===== config.mk =====
export PLATFORM = sky130hd
export DESIGN_NAME = musical_note_classifier
export DESIGN_NICKNAME = d
export VERILOG_FILES = /design/src/mcls_pkg.sv /design/src/mcls_scan.sv /design/src/mcls_div.sv /design/src/musical_note_classifier.sv
export VERILOG_INCLUDE_DIRS = /design/src /design/src/src
export SDC_FILE = /design/constraint.sdc
export NUM_CORES = 2
export LEC_CHECK = 0
export BUFFER_PORTS_ARGS = -buffer_cell sky130_fd_sc_hd__buf_4
export CORE_MARGIN = 2
export CORE_UTILIZATION = 45
export CTS_CLUSTER_SIZE = 16
export DETAILED_ROUTE_END_ITERATION = 10
export PLACE_DENSITY = 0.71
export SKIP_CTS_REPAIR_TIMING = 1
export SYNTH_ARGS = -nofsm -noshare
export SYNTH_HDL_FRONTEND = slang
export SYNTH_SLANG_ARGS = --single-unit

===== constraint.sdc =====
create_clock -name clk -period 19 [get_ports clk]
set_input_delay 2.85 -clock clk [delete_from_list [all_inputs] [get_ports clk]]
set_output_delay 2.85 -clock clk [all_outputs]
set_load 0.02 [all_outputs]

===== src/musical_note_classifier_macros.svh =====
// assertion macros for the musical note classifier
`ifndef MUSICAL_NOTE_CLASSIFIER_MACROS_SVH
`define MUSICAL_NOTE_CLASSIFIER_MACROS_SVH

// same-cycle implication, checked on every rising edge out of reset
`define MCLS_ASSERT_IMPLY(label, ante, cons, msg) \
  label: assert property (@(posedge clk) disable iff (rst) (ante) |-> (cons)) \
    else $error(msg);

// next-cycle implication
`define MCLS_ASSERT_NEXT(label, ante, cons, msg) \
  label: assert property (@(posedge clk) disable iff (rst) (ante) |=> (cons)) \
    else $error(msg);

`endif


===== src/mcls_pkg.sv =====
// shared constants, tables and types of the musical note classifier
`default_nettype none

package mcls_pkg;

  localparam int OCTAVE_COUNT = 7;
  localparam int NOTE_COUNT   = 12 * OCTAVE_COUNT;
  localparam int NOTE_W       = 7;
  localparam int OCT_W        = $clog2(OCTAVE_COUNT + 1);
  localparam int SEMI_W       = 4;
  localparam int FREQ_W       = 24;
  localparam int THR_W        = 16;
  localparam int RATIO_W      = 17;
  localparam int MUL_W        = 2 * FREQ_W;
  localparam int PROD_W       = FREQ_W + RATIO_W;
  localparam int ROUND_W      = PROD_W + 1;
  localparam int NOTE_FULL_W  = 33;
  localparam int THRF_W       = FREQ_W + THR_W;
  localparam int CMP_W        = NOTE_FULL_W + 16;
  localparam int ERR_W        = 16;
  localparam int Q_W          = 15;
  localparam int DIV_NUM_W    = 40;
  localparam int DIV_DEN_W    = FREQ_W + 1;
  localparam int DVS_W        = DIV_DEN_W + Q_W - 1;
  localparam int CNT_W        = $clog2(Q_W);
  localparam int CFG_INDEX_W  = 2;

  // lowest note is C, three semitones above the A of its octave group
  localparam logic [SEMI_W-1:0] SEMI_START = SEMI_W'(3);
  localparam logic [SEMI_W-1:0] SEMI_LAST  = SEMI_W'(11);
  localparam logic [4:0]        SHIFT_BASE = 5'd19;

  localparam logic [FREQ_W-1:0] REF_A_RESET = FREQ_W'(112640);
  localparam logic [THR_W-1:0]  THR_RESET   = THR_W'(1966);

  localparam logic [CFG_INDEX_W-1:0] REG_REFERENCE_A = CFG_INDEX_W'(0);
  localparam logic [CFG_INDEX_W-1:0] REG_MATCH_TOL   = CFG_INDEX_W'(1);

  // round(2^(s/12) * 2^16), UQ1.16
  localparam logic [RATIO_W-1:0] SEMITONE_RATIO [12] = '{
    17'd65536,  17'd69433,  17'd73562,  17'd77936,
    17'd82570,  17'd87480,  17'd92682,  17'd98193,
    17'd104032, 17'd110218, 17'd116772, 17'd123715
  };

  typedef struct packed {
    logic                   hit;
    logic [NOTE_W-1:0]      n;
    logic [NOTE_FULL_W-1:0] note;
    logic [NOTE_FULL_W-1:0] diff;
    logic                   above;
  } scan_res_t;

endpackage

`default_nettype wire


===== src/mcls_scan.sv =====
// note sweep: shared multiplier plus a short pipeline forming and testing each note
`default_nettype none

module mcls_scan (
  input  wire logic                         clk,
  input  wire logic                         rst,
  input  wire logic                         start,
  input  wire logic [mcls_pkg::FREQ_W-1:0]  freq,
  input  wire logic [mcls_pkg::FREQ_W-1:0]  ref_a,
  input  wire logic [mcls_pkg::THR_W-1:0]   thr,
  output logic                              res_valid,
  output mcls_pkg::scan_res_t               res
);

  logic                               busy;
  logic                               thr_phase;
  logic                               issuing;
  logic [mcls_pkg::NOTE_W-1:0]        n_issue;
  logic [mcls_pkg::SEMI_W-1:0]        semi;
  logic [mcls_pkg::OCT_W-1:0]         oct;
  logic [mcls_pkg::THRF_W-1:0]        thrf;

  logic                               v1;
  logic [mcls_pkg::NOTE_W-1:0]        n1;
  logic [mcls_pkg::OCT_W-1:0]         m1;
  logic [mcls_pkg::PROD_W-1:0]        prod1;
  logic                               v2;
  logic [mcls_pkg::NOTE_W-1:0]        n2;
  logic [mcls_pkg::NOTE_FULL_W-1:0]   note2;
  logic                               v3;
  logic [mcls_pkg::NOTE_W-1:0]        n3;
  logic [mcls_pkg::NOTE_FULL_W-1:0]   note3;
  logic [mcls_pkg::NOTE_FULL_W-1:0]   diff3;
  logic                               above3;

  logic [mcls_pkg::FREQ_W-1:0]        mul_a;
  logic [mcls_pkg::FREQ_W-1:0]        mul_b;
  logic [mcls_pkg::MUL_W-1:0]         mul_p;
  logic [mcls_pkg::ROUND_W-1:0]       round_sum;
  logic [mcls_pkg::NOTE_FULL_W-1:0]   note_calc;
  logic [mcls_pkg::NOTE_FULL_W-1:0]   freq_ext;
  logic                               above_calc;
  logic [mcls_pkg::NOTE_FULL_W-1:0]   diff_calc;
  logic                               hit_calc;
  logic                               last_issue;

  // the one multiplier: threshold times frequency once, then reference times ratio
  always_comb begin
    mul_a = thr_phase ? freq : ref_a;
    mul_b = thr_phase ? mcls_pkg::FREQ_W'(thr)
                      : mcls_pkg::FREQ_W'(mcls_pkg::SEMITONE_RATIO[semi]);
    mul_p = mul_a * mul_b;
  end

  // round half up while scaling by the octave
  always_comb begin
    round_sum = mcls_pkg::ROUND_W'(prod1)
              + (mcls_pkg::ROUND_W'(1) << (mcls_pkg::SHIFT_BASE - 5'd1 - 5'(m1)));
    note_calc = mcls_pkg::NOTE_FULL_W'(round_sum >> (mcls_pkg::SHIFT_BASE - 5'(m1)));
  end

  always_comb begin
    freq_ext   = mcls_pkg::NOTE_FULL_W'(freq);
    above_calc = freq_ext > note2;
    diff_calc  = above_calc ? (freq_ext - note2) : (note2 - freq_ext);
    hit_calc   = v3 && ({diff3, 16'b0} < mcls_pkg::CMP_W'(thrf));
    last_issue = n_issue == mcls_pkg::NOTE_W'(mcls_pkg::NOTE_COUNT - 1);
  end

  always_ff @(posedge clk) begin
    if (rst) begin
      busy      <= 1'b0;
      thr_phase <= 1'b0;
      issuing   <= 1'b0;
      v1        <= 1'b0;
      v2        <= 1'b0;
      v3        <= 1'b0;
      res_valid <= 1'b0;
    end else begin
      res_valid <= 1'b0;
      v1        <= issuing;
      v2        <= v1;
      v3        <= v2;
      n2        <= n1;
      note2     <= note_calc;
      n3        <= n2;
      note3     <= note2;
      diff3     <= diff_calc;
      above3    <= above_calc;
      if (start) begin
        busy      <= 1'b1;
        thr_phase <= 1'b1;
        issuing   <= 1'b0;
        n_issue   <= '0;
        semi      <= mcls_pkg::SEMI_START;
        oct       <= '0;
        v1        <= 1'b0;
        v2        <= 1'b0;
        v3        <= 1'b0;
      end else if (busy) begin
        if (thr_phase) begin
          thrf      <= mul_p[mcls_pkg::THRF_W-1:0];
          thr_phase <= 1'b0;
          issuing   <= 1'b1;
        end
        if (issuing) begin
          prod1   <= mul_p[mcls_pkg::PROD_W-1:0];
          n1      <= n_issue;
          m1      <= oct;
          n_issue <= n_issue + 1'b1;
          if (semi == mcls_pkg::SEMI_LAST) begin
            semi <= '0;
            oct  <= oct + 1'b1;
          end else begin
            semi <= semi + 1'b1;
          end
          if (last_issue) begin
            issuing <= 1'b0;
          end
        end
        if (hit_calc) begin
          // lowest matching note wins, drop the rest in flight
          res_valid <= 1'b1;
          res.hit   <= 1'b1;
          res.n     <= n3;
          res.note  <= note3;
          res.diff  <= diff3;
          res.above <= above3;
          busy      <= 1'b0;
          issuing   <= 1'b0;
          v1        <= 1'b0;
          v2        <= 1'b0;
          v3        <= 1'b0;
        end else if (!issuing && !thr_phase && !v1 && !v2 && !v3) begin
          res_valid <= 1'b1;
          res.hit   <= 1'b0;
          busy      <= 1'b0;
        end
      end
    end
  end

endmodule

`default_nettype wire


===== src/mcls_div.sv =====
// restoring divider, one quotient bit per cycle
`default_nettype none

module mcls_div (
  input  wire logic                            clk,
  input  wire logic                            rst,
  input  wire logic                            start,
  input  wire logic [mcls_pkg::DIV_NUM_W-1:0]  num,
  input  wire logic [mcls_pkg::DIV_DEN_W-1:0]  den,
  output logic                                 busy,
  output logic                                 done,
  output logic [mcls_pkg::Q_W-1:0]             quot
);

  logic [mcls_pkg::DIV_NUM_W-1:0] rem;
  logic [mcls_pkg::DVS_W-1:0]     dvs;
  logic [mcls_pkg::CNT_W-1:0]     cnt;
  logic [mcls_pkg::DIV_NUM_W-1:0] dvs_ext;
  logic                           ge;

  always_comb begin
    dvs_ext = mcls_pkg::DIV_NUM_W'(dvs);
    ge      = rem >= dvs_ext;
  end

  always_ff @(posedge clk) begin
    if (rst) begin
      busy <= 1'b0;
      done <= 1'b0;
    end else begin
      done <= 1'b0;
      if (start) begin
        rem  <= num;
        dvs  <= {den, (mcls_pkg::Q_W-1)'(0)};
        cnt  <= mcls_pkg::CNT_W'(mcls_pkg::Q_W - 1);
        quot <= '0;
        busy <= 1'b1;
      end else if (busy) begin
        if (ge) begin
          rem <= rem - dvs_ext;
        end
        quot <= {quot[mcls_pkg::Q_W-2:0], ge};
        dvs  <= dvs >> 1;
        if (cnt == '0) begin
          busy <= 1'b0;
          done <= 1'b1;
        end else begin
          cnt <= cnt - 1'b1;
        end
      end
    end
  end

endmodule

`default_nettype wire


===== src/musical_note_classifier.sv =====
// top level of the musical note classifier: config registers, sequencer, result register
//
// usage
//   s_* channel: one beat carries a measured frequency, UQ16.8 Hz, in s_tdata[23:0].
//   m_* channel: one beat per input; m_tuser is the found flag, m_tdata holds the
//   matched note index, its nominal frequency (saturated to 24 bits) and the
//   relative error 1 - note/f as Q1.15. all fields are zero when nothing matched.
//   cfg_* channel: index 0 writes reference_a, index 1 writes the match threshold,
//   other indexes are ignored. write only while no beat is in progress.
// timing
//   one shared multiplier forms threshold*f, then one note per cycle through a
//   three-stage note pipeline; the first note within threshold stops the sweep
//   and a 15-step bit-serial divider forms the error magnitude.
//   m_tvalid rises once the scan, for a match the divide, and the emit step are
//   through; s_tready is high only while the sequencer is idle, so a new input
//   is taken only once the previous one has been emitted.
// reset and stall
//   rst restores reference_a = 440 Hz and threshold = 1966, empties the result
//   register and returns the sequencer to idle. the result register holds a
//   finished beat while m_tready is low, so the next input can be accepted and
//   worked on; that next result then waits until the register frees up.
`default_nettype none

module musical_note_classifier (
  input  wire logic                                clk,
  input  wire logic                                rst,
  input  wire logic                                s_tvalid,
  output logic                                     s_tready,
  input  wire logic [23:0]                         s_tdata,  // freq_hz[23:0]
  output logic                                     m_tvalid,
  input  wire logic                                m_tready,
  output logic [47:0]                              m_tdata,  // note_index[6:0],
                                                             // note_freq[30:7],
                                                             // rel_error[46:31], pad
  output logic                                     m_tuser,  // found
  input  wire logic                                cfg_valid,
  output logic                                     cfg_ready,
  input  wire logic [mcls_pkg::CFG_INDEX_W-1:0]    cfg_index,
  input  wire logic [mcls_pkg::FREQ_W-1:0]         cfg_data
);

`include "musical_note_classifier_macros.svh"

  typedef enum logic [1:0] {
    ST_IDLE,
    ST_SCAN,
    ST_DIVIDE,
    ST_EMIT
  } state_t;

  state_t                              state;
  logic [mcls_pkg::FREQ_W-1:0]         ref_a;
  logic [mcls_pkg::THR_W-1:0]          thr;
  logic [mcls_pkg::FREQ_W-1:0]         freq;
  logic                                scan_start;

  // latched match
  logic                                hit;
  logic [mcls_pkg::NOTE_W-1:0]         hit_n;
  logic [mcls_pkg::NOTE_FULL_W-1:0]    hit_note;
  logic                                hit_above;

  logic                                res_valid;
  mcls_pkg::scan_res_t                 res;

  logic                                div_start;
  logic [mcls_pkg::DIV_NUM_W-1:0]      div_num;
  logic [mcls_pkg::DIV_DEN_W-1:0]      div_den;
  logic                                div_busy;
  logic                                div_done;
  logic [mcls_pkg::Q_W-1:0]            quot;
  logic [mcls_pkg::Q_W-1:0]            mag;

  logic [mcls_pkg::ERR_W-1:0]          err_calc;
  logic [mcls_pkg::FREQ_W-1:0]         note_sat;
  logic                                out_free;

  // result register payload
  logic                                out_found;
  logic [mcls_pkg::NOTE_W-1:0]         out_index;
  logic [mcls_pkg::FREQ_W-1:0]         out_freq;
  logic [mcls_pkg::ERR_W-1:0]          out_err;

  mcls_scan u_scan (
    .clk       (clk),
    .rst       (rst),
    .start     (scan_start),
    .freq      (freq),
    .ref_a     (ref_a),
    .thr       (thr),
    .res_valid (res_valid),
    .res       (res)
  );

  // numerator diff*65536 + f stays below 2^40 for any match
  always_comb begin
    div_num = mcls_pkg::DIV_NUM_W'({res.diff, 16'b0} + mcls_pkg::CMP_W'(freq));
    div_den = {freq, 1'b0};
  end

  mcls_div u_div (
    .clk   (clk),
    .rst   (rst),
    .start (div_start),
    .num   (div_num),
    .den   (div_den),
    .busy  (div_busy),
    .done  (div_done),
    .quot  (quot)
  );

  always_comb begin
    s_tready  = state == ST_IDLE;
    cfg_ready = 1'b1;
    // magnitude stays below 2^15 for any match, so no clamp is ever hit
    mag       = hit ? quot : '0;
    err_calc  = hit_above ? mcls_pkg::ERR_W'(mag)
                          : mcls_pkg::ERR_W'(0) - mcls_pkg::ERR_W'(mag);
    note_sat  = (|hit_note[mcls_pkg::NOTE_FULL_W-1:mcls_pkg::FREQ_W])
              ? {mcls_pkg::FREQ_W{1'b1}} : hit_note[mcls_pkg::FREQ_W-1:0];
    out_free  = !m_tvalid || m_tready;
    m_tdata   = {1'b0, out_err, out_freq, out_index};
    m_tuser   = out_found;
  end

  // configuration registers
  always_ff @(posedge clk) begin
    if (rst) begin
      ref_a <= mcls_pkg::REF_A_RESET;
      thr   <= mcls_pkg::THR_RESET;
    end else if (cfg_valid && cfg_ready) begin
      case (cfg_index)
        mcls_pkg::REG_REFERENCE_A: ref_a <= cfg_data;
        mcls_pkg::REG_MATCH_TOL:   thr   <= cfg_data[mcls_pkg::THR_W-1:0];
        default: ;
      endcase
    end
  end

  // sequencer and result register
  always_ff @(posedge clk) begin
    if (rst) begin
      state      <= ST_IDLE;
      scan_start <= 1'b0;
      div_start  <= 1'b0;
      m_tvalid   <= 1'b0;
      hit        <= 1'b0;
    end else begin
      scan_start <= 1'b0;
      div_start  <= 1'b0;
      if (m_tvalid && m_tready) begin
        m_tvalid <= 1'b0;
      end
      case (state)
        ST_IDLE: begin
          if (s_tvalid) begin
            freq       <= s_tdata;
            scan_start <= 1'b1;
            state      <= ST_SCAN;
          end
        end
        ST_SCAN: begin
          if (res_valid) begin
            hit       <= res.hit;
            hit_n     <= res.n;
            hit_note  <= res.note;
            hit_above <= res.above;
            if (res.hit) begin
              div_start <= 1'b1;
              state     <= ST_DIVIDE;
            end else begin
              state <= ST_EMIT;
            end
          end
        end
        ST_DIVIDE: begin
          if (div_done) begin
            state <= ST_EMIT;
          end
        end
        ST_EMIT: begin
          // hold the finished beat until the result register is free
          if (out_free) begin
            m_tvalid  <= 1'b1;
            out_found <= hit;
            out_index <= hit ? hit_n : '0;
            out_freq  <= hit ? note_sat : '0;
            out_err   <= hit ? err_calc : '0;
            state     <= ST_IDLE;
          end
        end
        default: state <= ST_IDLE;
      endcase
    end
  end

  `MCLS_ASSERT_IMPLY(a_nofind_zero, m_tvalid && !m_tuser,
    m_tdata == 48'd0, "result without a match carries nonzero fields")
  `MCLS_ASSERT_NEXT(a_one_item, s_tvalid && s_tready, !s_tready,
    "input accepted again while an item is in progress")
  `MCLS_ASSERT_IMPLY(a_div_owner, div_done || div_busy, state == ST_DIVIDE,
    "divider active outside the divide step")

endmodule

`default_nettype wire


==> metrics.md <==
| Metric | Value |
|---|---|
| Outcome | completed |
| Global-route total usage across every layer | 23.68% |
| Static leakage | 19.67 nW |
| Sort of element at the end of the critical path | flop |
| Unrepaired setup endpoints after global routing | false |
| I/O pins | 107 |
| Multi-input gate area in the final layout | between 20000 and 25000 um^2 |
| Post-Syn Instances | 4136 |
| GPL Wtd Cong | 0.9655 |
| Initial standard-cell utilization of the core | a little under half |
| Hold slack final | between 400 and 500 ps |
| Antenna-violating nets left | 0 |
| Final core occ | 49.68% |
| Starting DRC count in detailed routing | 2804 |
| Share of async-settable or async-resettable flops after synthesis | 0% |
| Pin count of the biggest net entering global routing | 96 |
| Top FF cell, synth | sky130_fd_sc_hd__edfxtp_1 |
| Total power density per cell area | 185.0 nW/um^2 |
| Count of unique library cells instantiated by Yosys | 81 |
| Worst-skew pair later-pin latency | 640 ps |
| Overall power | about 8.4 mW |
| Fraction of final layout cells with drive strength greater than 1 | about 6.8% |
| Critical Path End | u_scan.prod1[40]$_DFFE_PP_ |
| Worst Max-Slew Pin Slew | ~1200 ps |
| Fmax | 117.5 MHz |
| CP Depth | 25 |
| Critical path launch point | u_scan.thr_phase$_SDFFE_PP0P_ |
| Area taken by flip-flops and latches | 16000 um^2 |
| Final-stage net count | 4865 |
| Area share of the largest cell type after synthesis | 35.95% |
| Worst EP arrival | 8860 ps |
| First-pass GRT wire length | 172.9 mm |
| Area Overhead vs Synth | 9.586% |
| Clock tree from TritonCTS | built |
| Cell type group with the largest total delay on the critical path | adder cells |
| Number of buffers inserted during clock tree synthesis | 55 |
| Master of the slowest instance on the critical path | sky130_fd_sc_hd__a21oi_1 |
| Cells on worst reg2reg path | 25 |
| Total number of yosys warnings | 0 |
| Req. time, crit path | 19350 ps |
| Remaining max-slew budget at the tightest pin | 17.56% |
| Area of the mapped netlist | roughly 41000 um^2 |
| Clock skew after layout | 36.98 ps |
| Final worst-path setup slack | 10490 ps |
| Count of input and output buffers | roughly 100 |
| Time the final worst path needs with I/O delays and setup | 8509 ps |
| Flip-flop and latch count after synthesis | 551 |
| Die boundary height | 307.4 um |
| Portion of the post-synthesis area used by sequential elements | 38.61% |
| Synthesized area per cell | 10.02 um^2 |
| Number of detailed-routing iterations run before antenna repair | 5 |
| Most frequent cell on the critical path | sky130_fd_sc_hd__fa_1 |
| Destination of the worst register-to-register timing path | u_scan.prod1[40]$_DFFE_PP_ |
| WL final | 111.1 mm |
| Post-synth top area cell | sky130_fd_sc_hd__edfxtp_1 |
| Class of the most critical hold timing path | flop to flop |
| Placed wire-length estimate | 86.42 mm |
| CTS H-tree depth | 2 |
| Fill cell instance count of the final layout | 8356 |
| Floorplan row count | 111 |
| Ratio of final minimum period to clock period | between 40% and 50% |
| Placeable Area | roughly 90000 um^2 |
| Max VDD drop | 0.3867 mV |
| Reg-to-Reg Start | u_scan.thr_phase$_SDFFE_PP0P_ |
| Setup violators final | 0 |
| R2R setup slack | 10490 ps |
| Delay contributed by the slowest stage of the critical path | 1000 ps |
| Final-layout setup total negative slack | 0 ps |
| Max-capacitance violation count | 0 |
| Initial antenna violation count | 0 |
| Top cells by area, synth | sky130_fd_sc_hd__edfxtp_1, sky130_fd_sc_hd__fa_1, sky130_fd_sc_hd__ha_1, sky130_fd_sc_hd__inv_1, sky130_fd_sc_hd__nand2_1 |
| Die Span X | 307.4 um |
| Die area | roughly 95000 um^2 |
| Clock sinks | 551 |
| Number of flops mapped to enable cells by yosys | 496 |
| Mean routed wirelength per cell | 20.47 um |
| Max-slew violation count | 0 |
| Crit path max fanout | between 90 and 100 |
| Hold Violations, Final | 0 |
| Clock tree root driver cell | sky130_fd_sc_hd__clkbuf_16 |
| Place WS | about 11000 ps |
| Reg clk slew, reported paths | 60 ps |
| Number of buffer and inverter instances along the worst setup path | 6 |
| Vias in the first global route | just over 30k |
| Number of remaining DRC errors | 0 |
| Vias after detailed routing | 30.44k |
| Critical Path Source Type | flop |
| Total overflow reported by the global router | 0 |
| Via-to-Cell Ratio | approximately 5.6 |
| Category of the critical setup timing path | flop to flop |
| Bufs on Longest Clock Path | 3 |
==> synth_stat cells, types with 19 or more instances <==
cell type / instances
sky130_fd_sc_hd__a21boi_0: 21
sky130_fd_sc_hd__a21o_1: 99
sky130_fd_sc_hd__nand3_1: 46
sky130_fd_sc_hd__and2_1: 29
sky130_fd_sc_hd__ha_1: 283
sky130_fd_sc_hd__nor2_1: 387
sky130_fd_sc_hd__xor2_1: 57
sky130_fd_sc_hd__xnor2_1: 105
sky130_fd_sc_hd__mux2i_1: 54
sky130_fd_sc_hd__o21bai_1: 25
sky130_fd_sc_hd__nor4_1: 19
sky130_fd_sc_hd__inv_1: 578
sky130_fd_sc_hd__and3_1: 30
sky130_fd_sc_hd__o21ai_0: 177
sky130_fd_sc_hd__nand4_1: 39
sky130_fd_sc_hd__nand2b_1: 43
sky130_fd_sc_hd__fa_1: 333
sky130_fd_sc_hd__dfxtp_1: 55
sky130_fd_sc_hd__a31oi_1: 20
sky130_fd_sc_hd__nor2b_1: 63
sky130_fd_sc_hd__nand2_1: 456
sky130_fd_sc_hd__edfxtp_1: 496
sky130_fd_sc_hd__o21a_1: 49
sky130_fd_sc_hd__nor3_1: 54
sky130_fd_sc_hd__a21oi_1: 256
sky130_fd_sc_hd__clkbuf_1: 135
==> flip-flops by register name, summed over array words and instances, names as in the netlist, 24 cells and up <==
register	flops
freq	24
hit_note	33
out_freq	24
ref_a	24
u_div.dvs	39
u_div.rem	40
u_scan.diff3	33
u_scan.note2	33
u_scan.note3	33
u_scan.prod1	41
u_scan.res	66
u_scan.thrf	40
==> cell type report <==
cell class	count	share of cell area, %
tap	1186	3.268
clock inverter	35	0.8350
antenna	3	0.01654
sequential	551	35.25
clock buffer	68	3.255
inverter	582	4.817
multi-input combinational	2850	50.01
timing repair buffer	154	2.546
==> stage by stage <==
step           std cells  cell area (um^2)
6_report            5429             45400
5_1_grt             5426             45390
4_1_cts             5426             45390
3_5_place_dp        5323             43540
3_3_place_gp        5323             43540
2_1_floorplan       4139             41440
==> logic make-up after synthesis <==
family	count (synthesis)	share of synthesized area, %
and+or+nand+nor	1227	13.27
AOI/OAI and AO/OA	774	11.60
buffers and inverters	738	6.756
adders and majority gates	616	24.64
DFF	551	38.61
xor gates and xnor gates	162	3.425
muxes	66	1.685
other	2	0.01813
==> metal layers <==
layer | global-route usage, % | routed length (um)
met5 | 0 | 0
met4 | 9.257 | 4899
met3 | 4.955 | 10090
met2 | 38.42 | 50960
met1 | 31.14 | 45200
==> cell usage in the layout (no fill, tap or decap), drive strengths merged, types with 15 or more instances in the layout <==
master and instances:
inv 581, edfxtp 496, nand2 456, nor2 389, fa 333, ha 283, a21oi 256, o21ai 182
buf 154, xnor2 105, a21o 100, clkbuf 68, nor2b 63, xor2 57, dfxtp 55, nor3 54
mux2i 54, o21a 49, nand3 46, nand2b 43, nand4 39, and2 35, and3 30, o21bai 25
clkinv 23, a21boi 21, a31oi 20, nor4 19, o211ai 16, o31ai 16, or3 15
==> worst min path at each step <==
stage	start	end	slack, ps	cells past startpoint
finish	u_scan.n3[1]$_DFFE_PN_	u_scan.res[68]$_DFFE_PP_	410	0
CTS	u_scan.n3[1]$_DFFE_PN_	u_scan.res[68]$_DFFE_PP_	400	0
detailed placement	u_scan.res[68]$_DFFE_PP_	hit_n[1]$_DFFE_PP_	400	0
global placement	u_scan.res[65]$_DFFE_PP_	hit_note[31]$_DFFE_PP_	400	0
floorplan	u_scan.res[0]$_DFFE_PP_	hit_above$_DFFE_PP_	400	0
global route	u_scan.n3[1]$_DFFE_PN_	u_scan.res[68]$_DFFE_PP_	410	0
==> where the power goes <==
part           switching [mW]  internal (mW)  total, mW
clock                   0.476          0.626       1.10
combinational            3.40           2.05       5.45
sequential             0.0558           1.79       1.85
total                    3.93           4.47       8.40
Power figures use the tool's default switching activity.
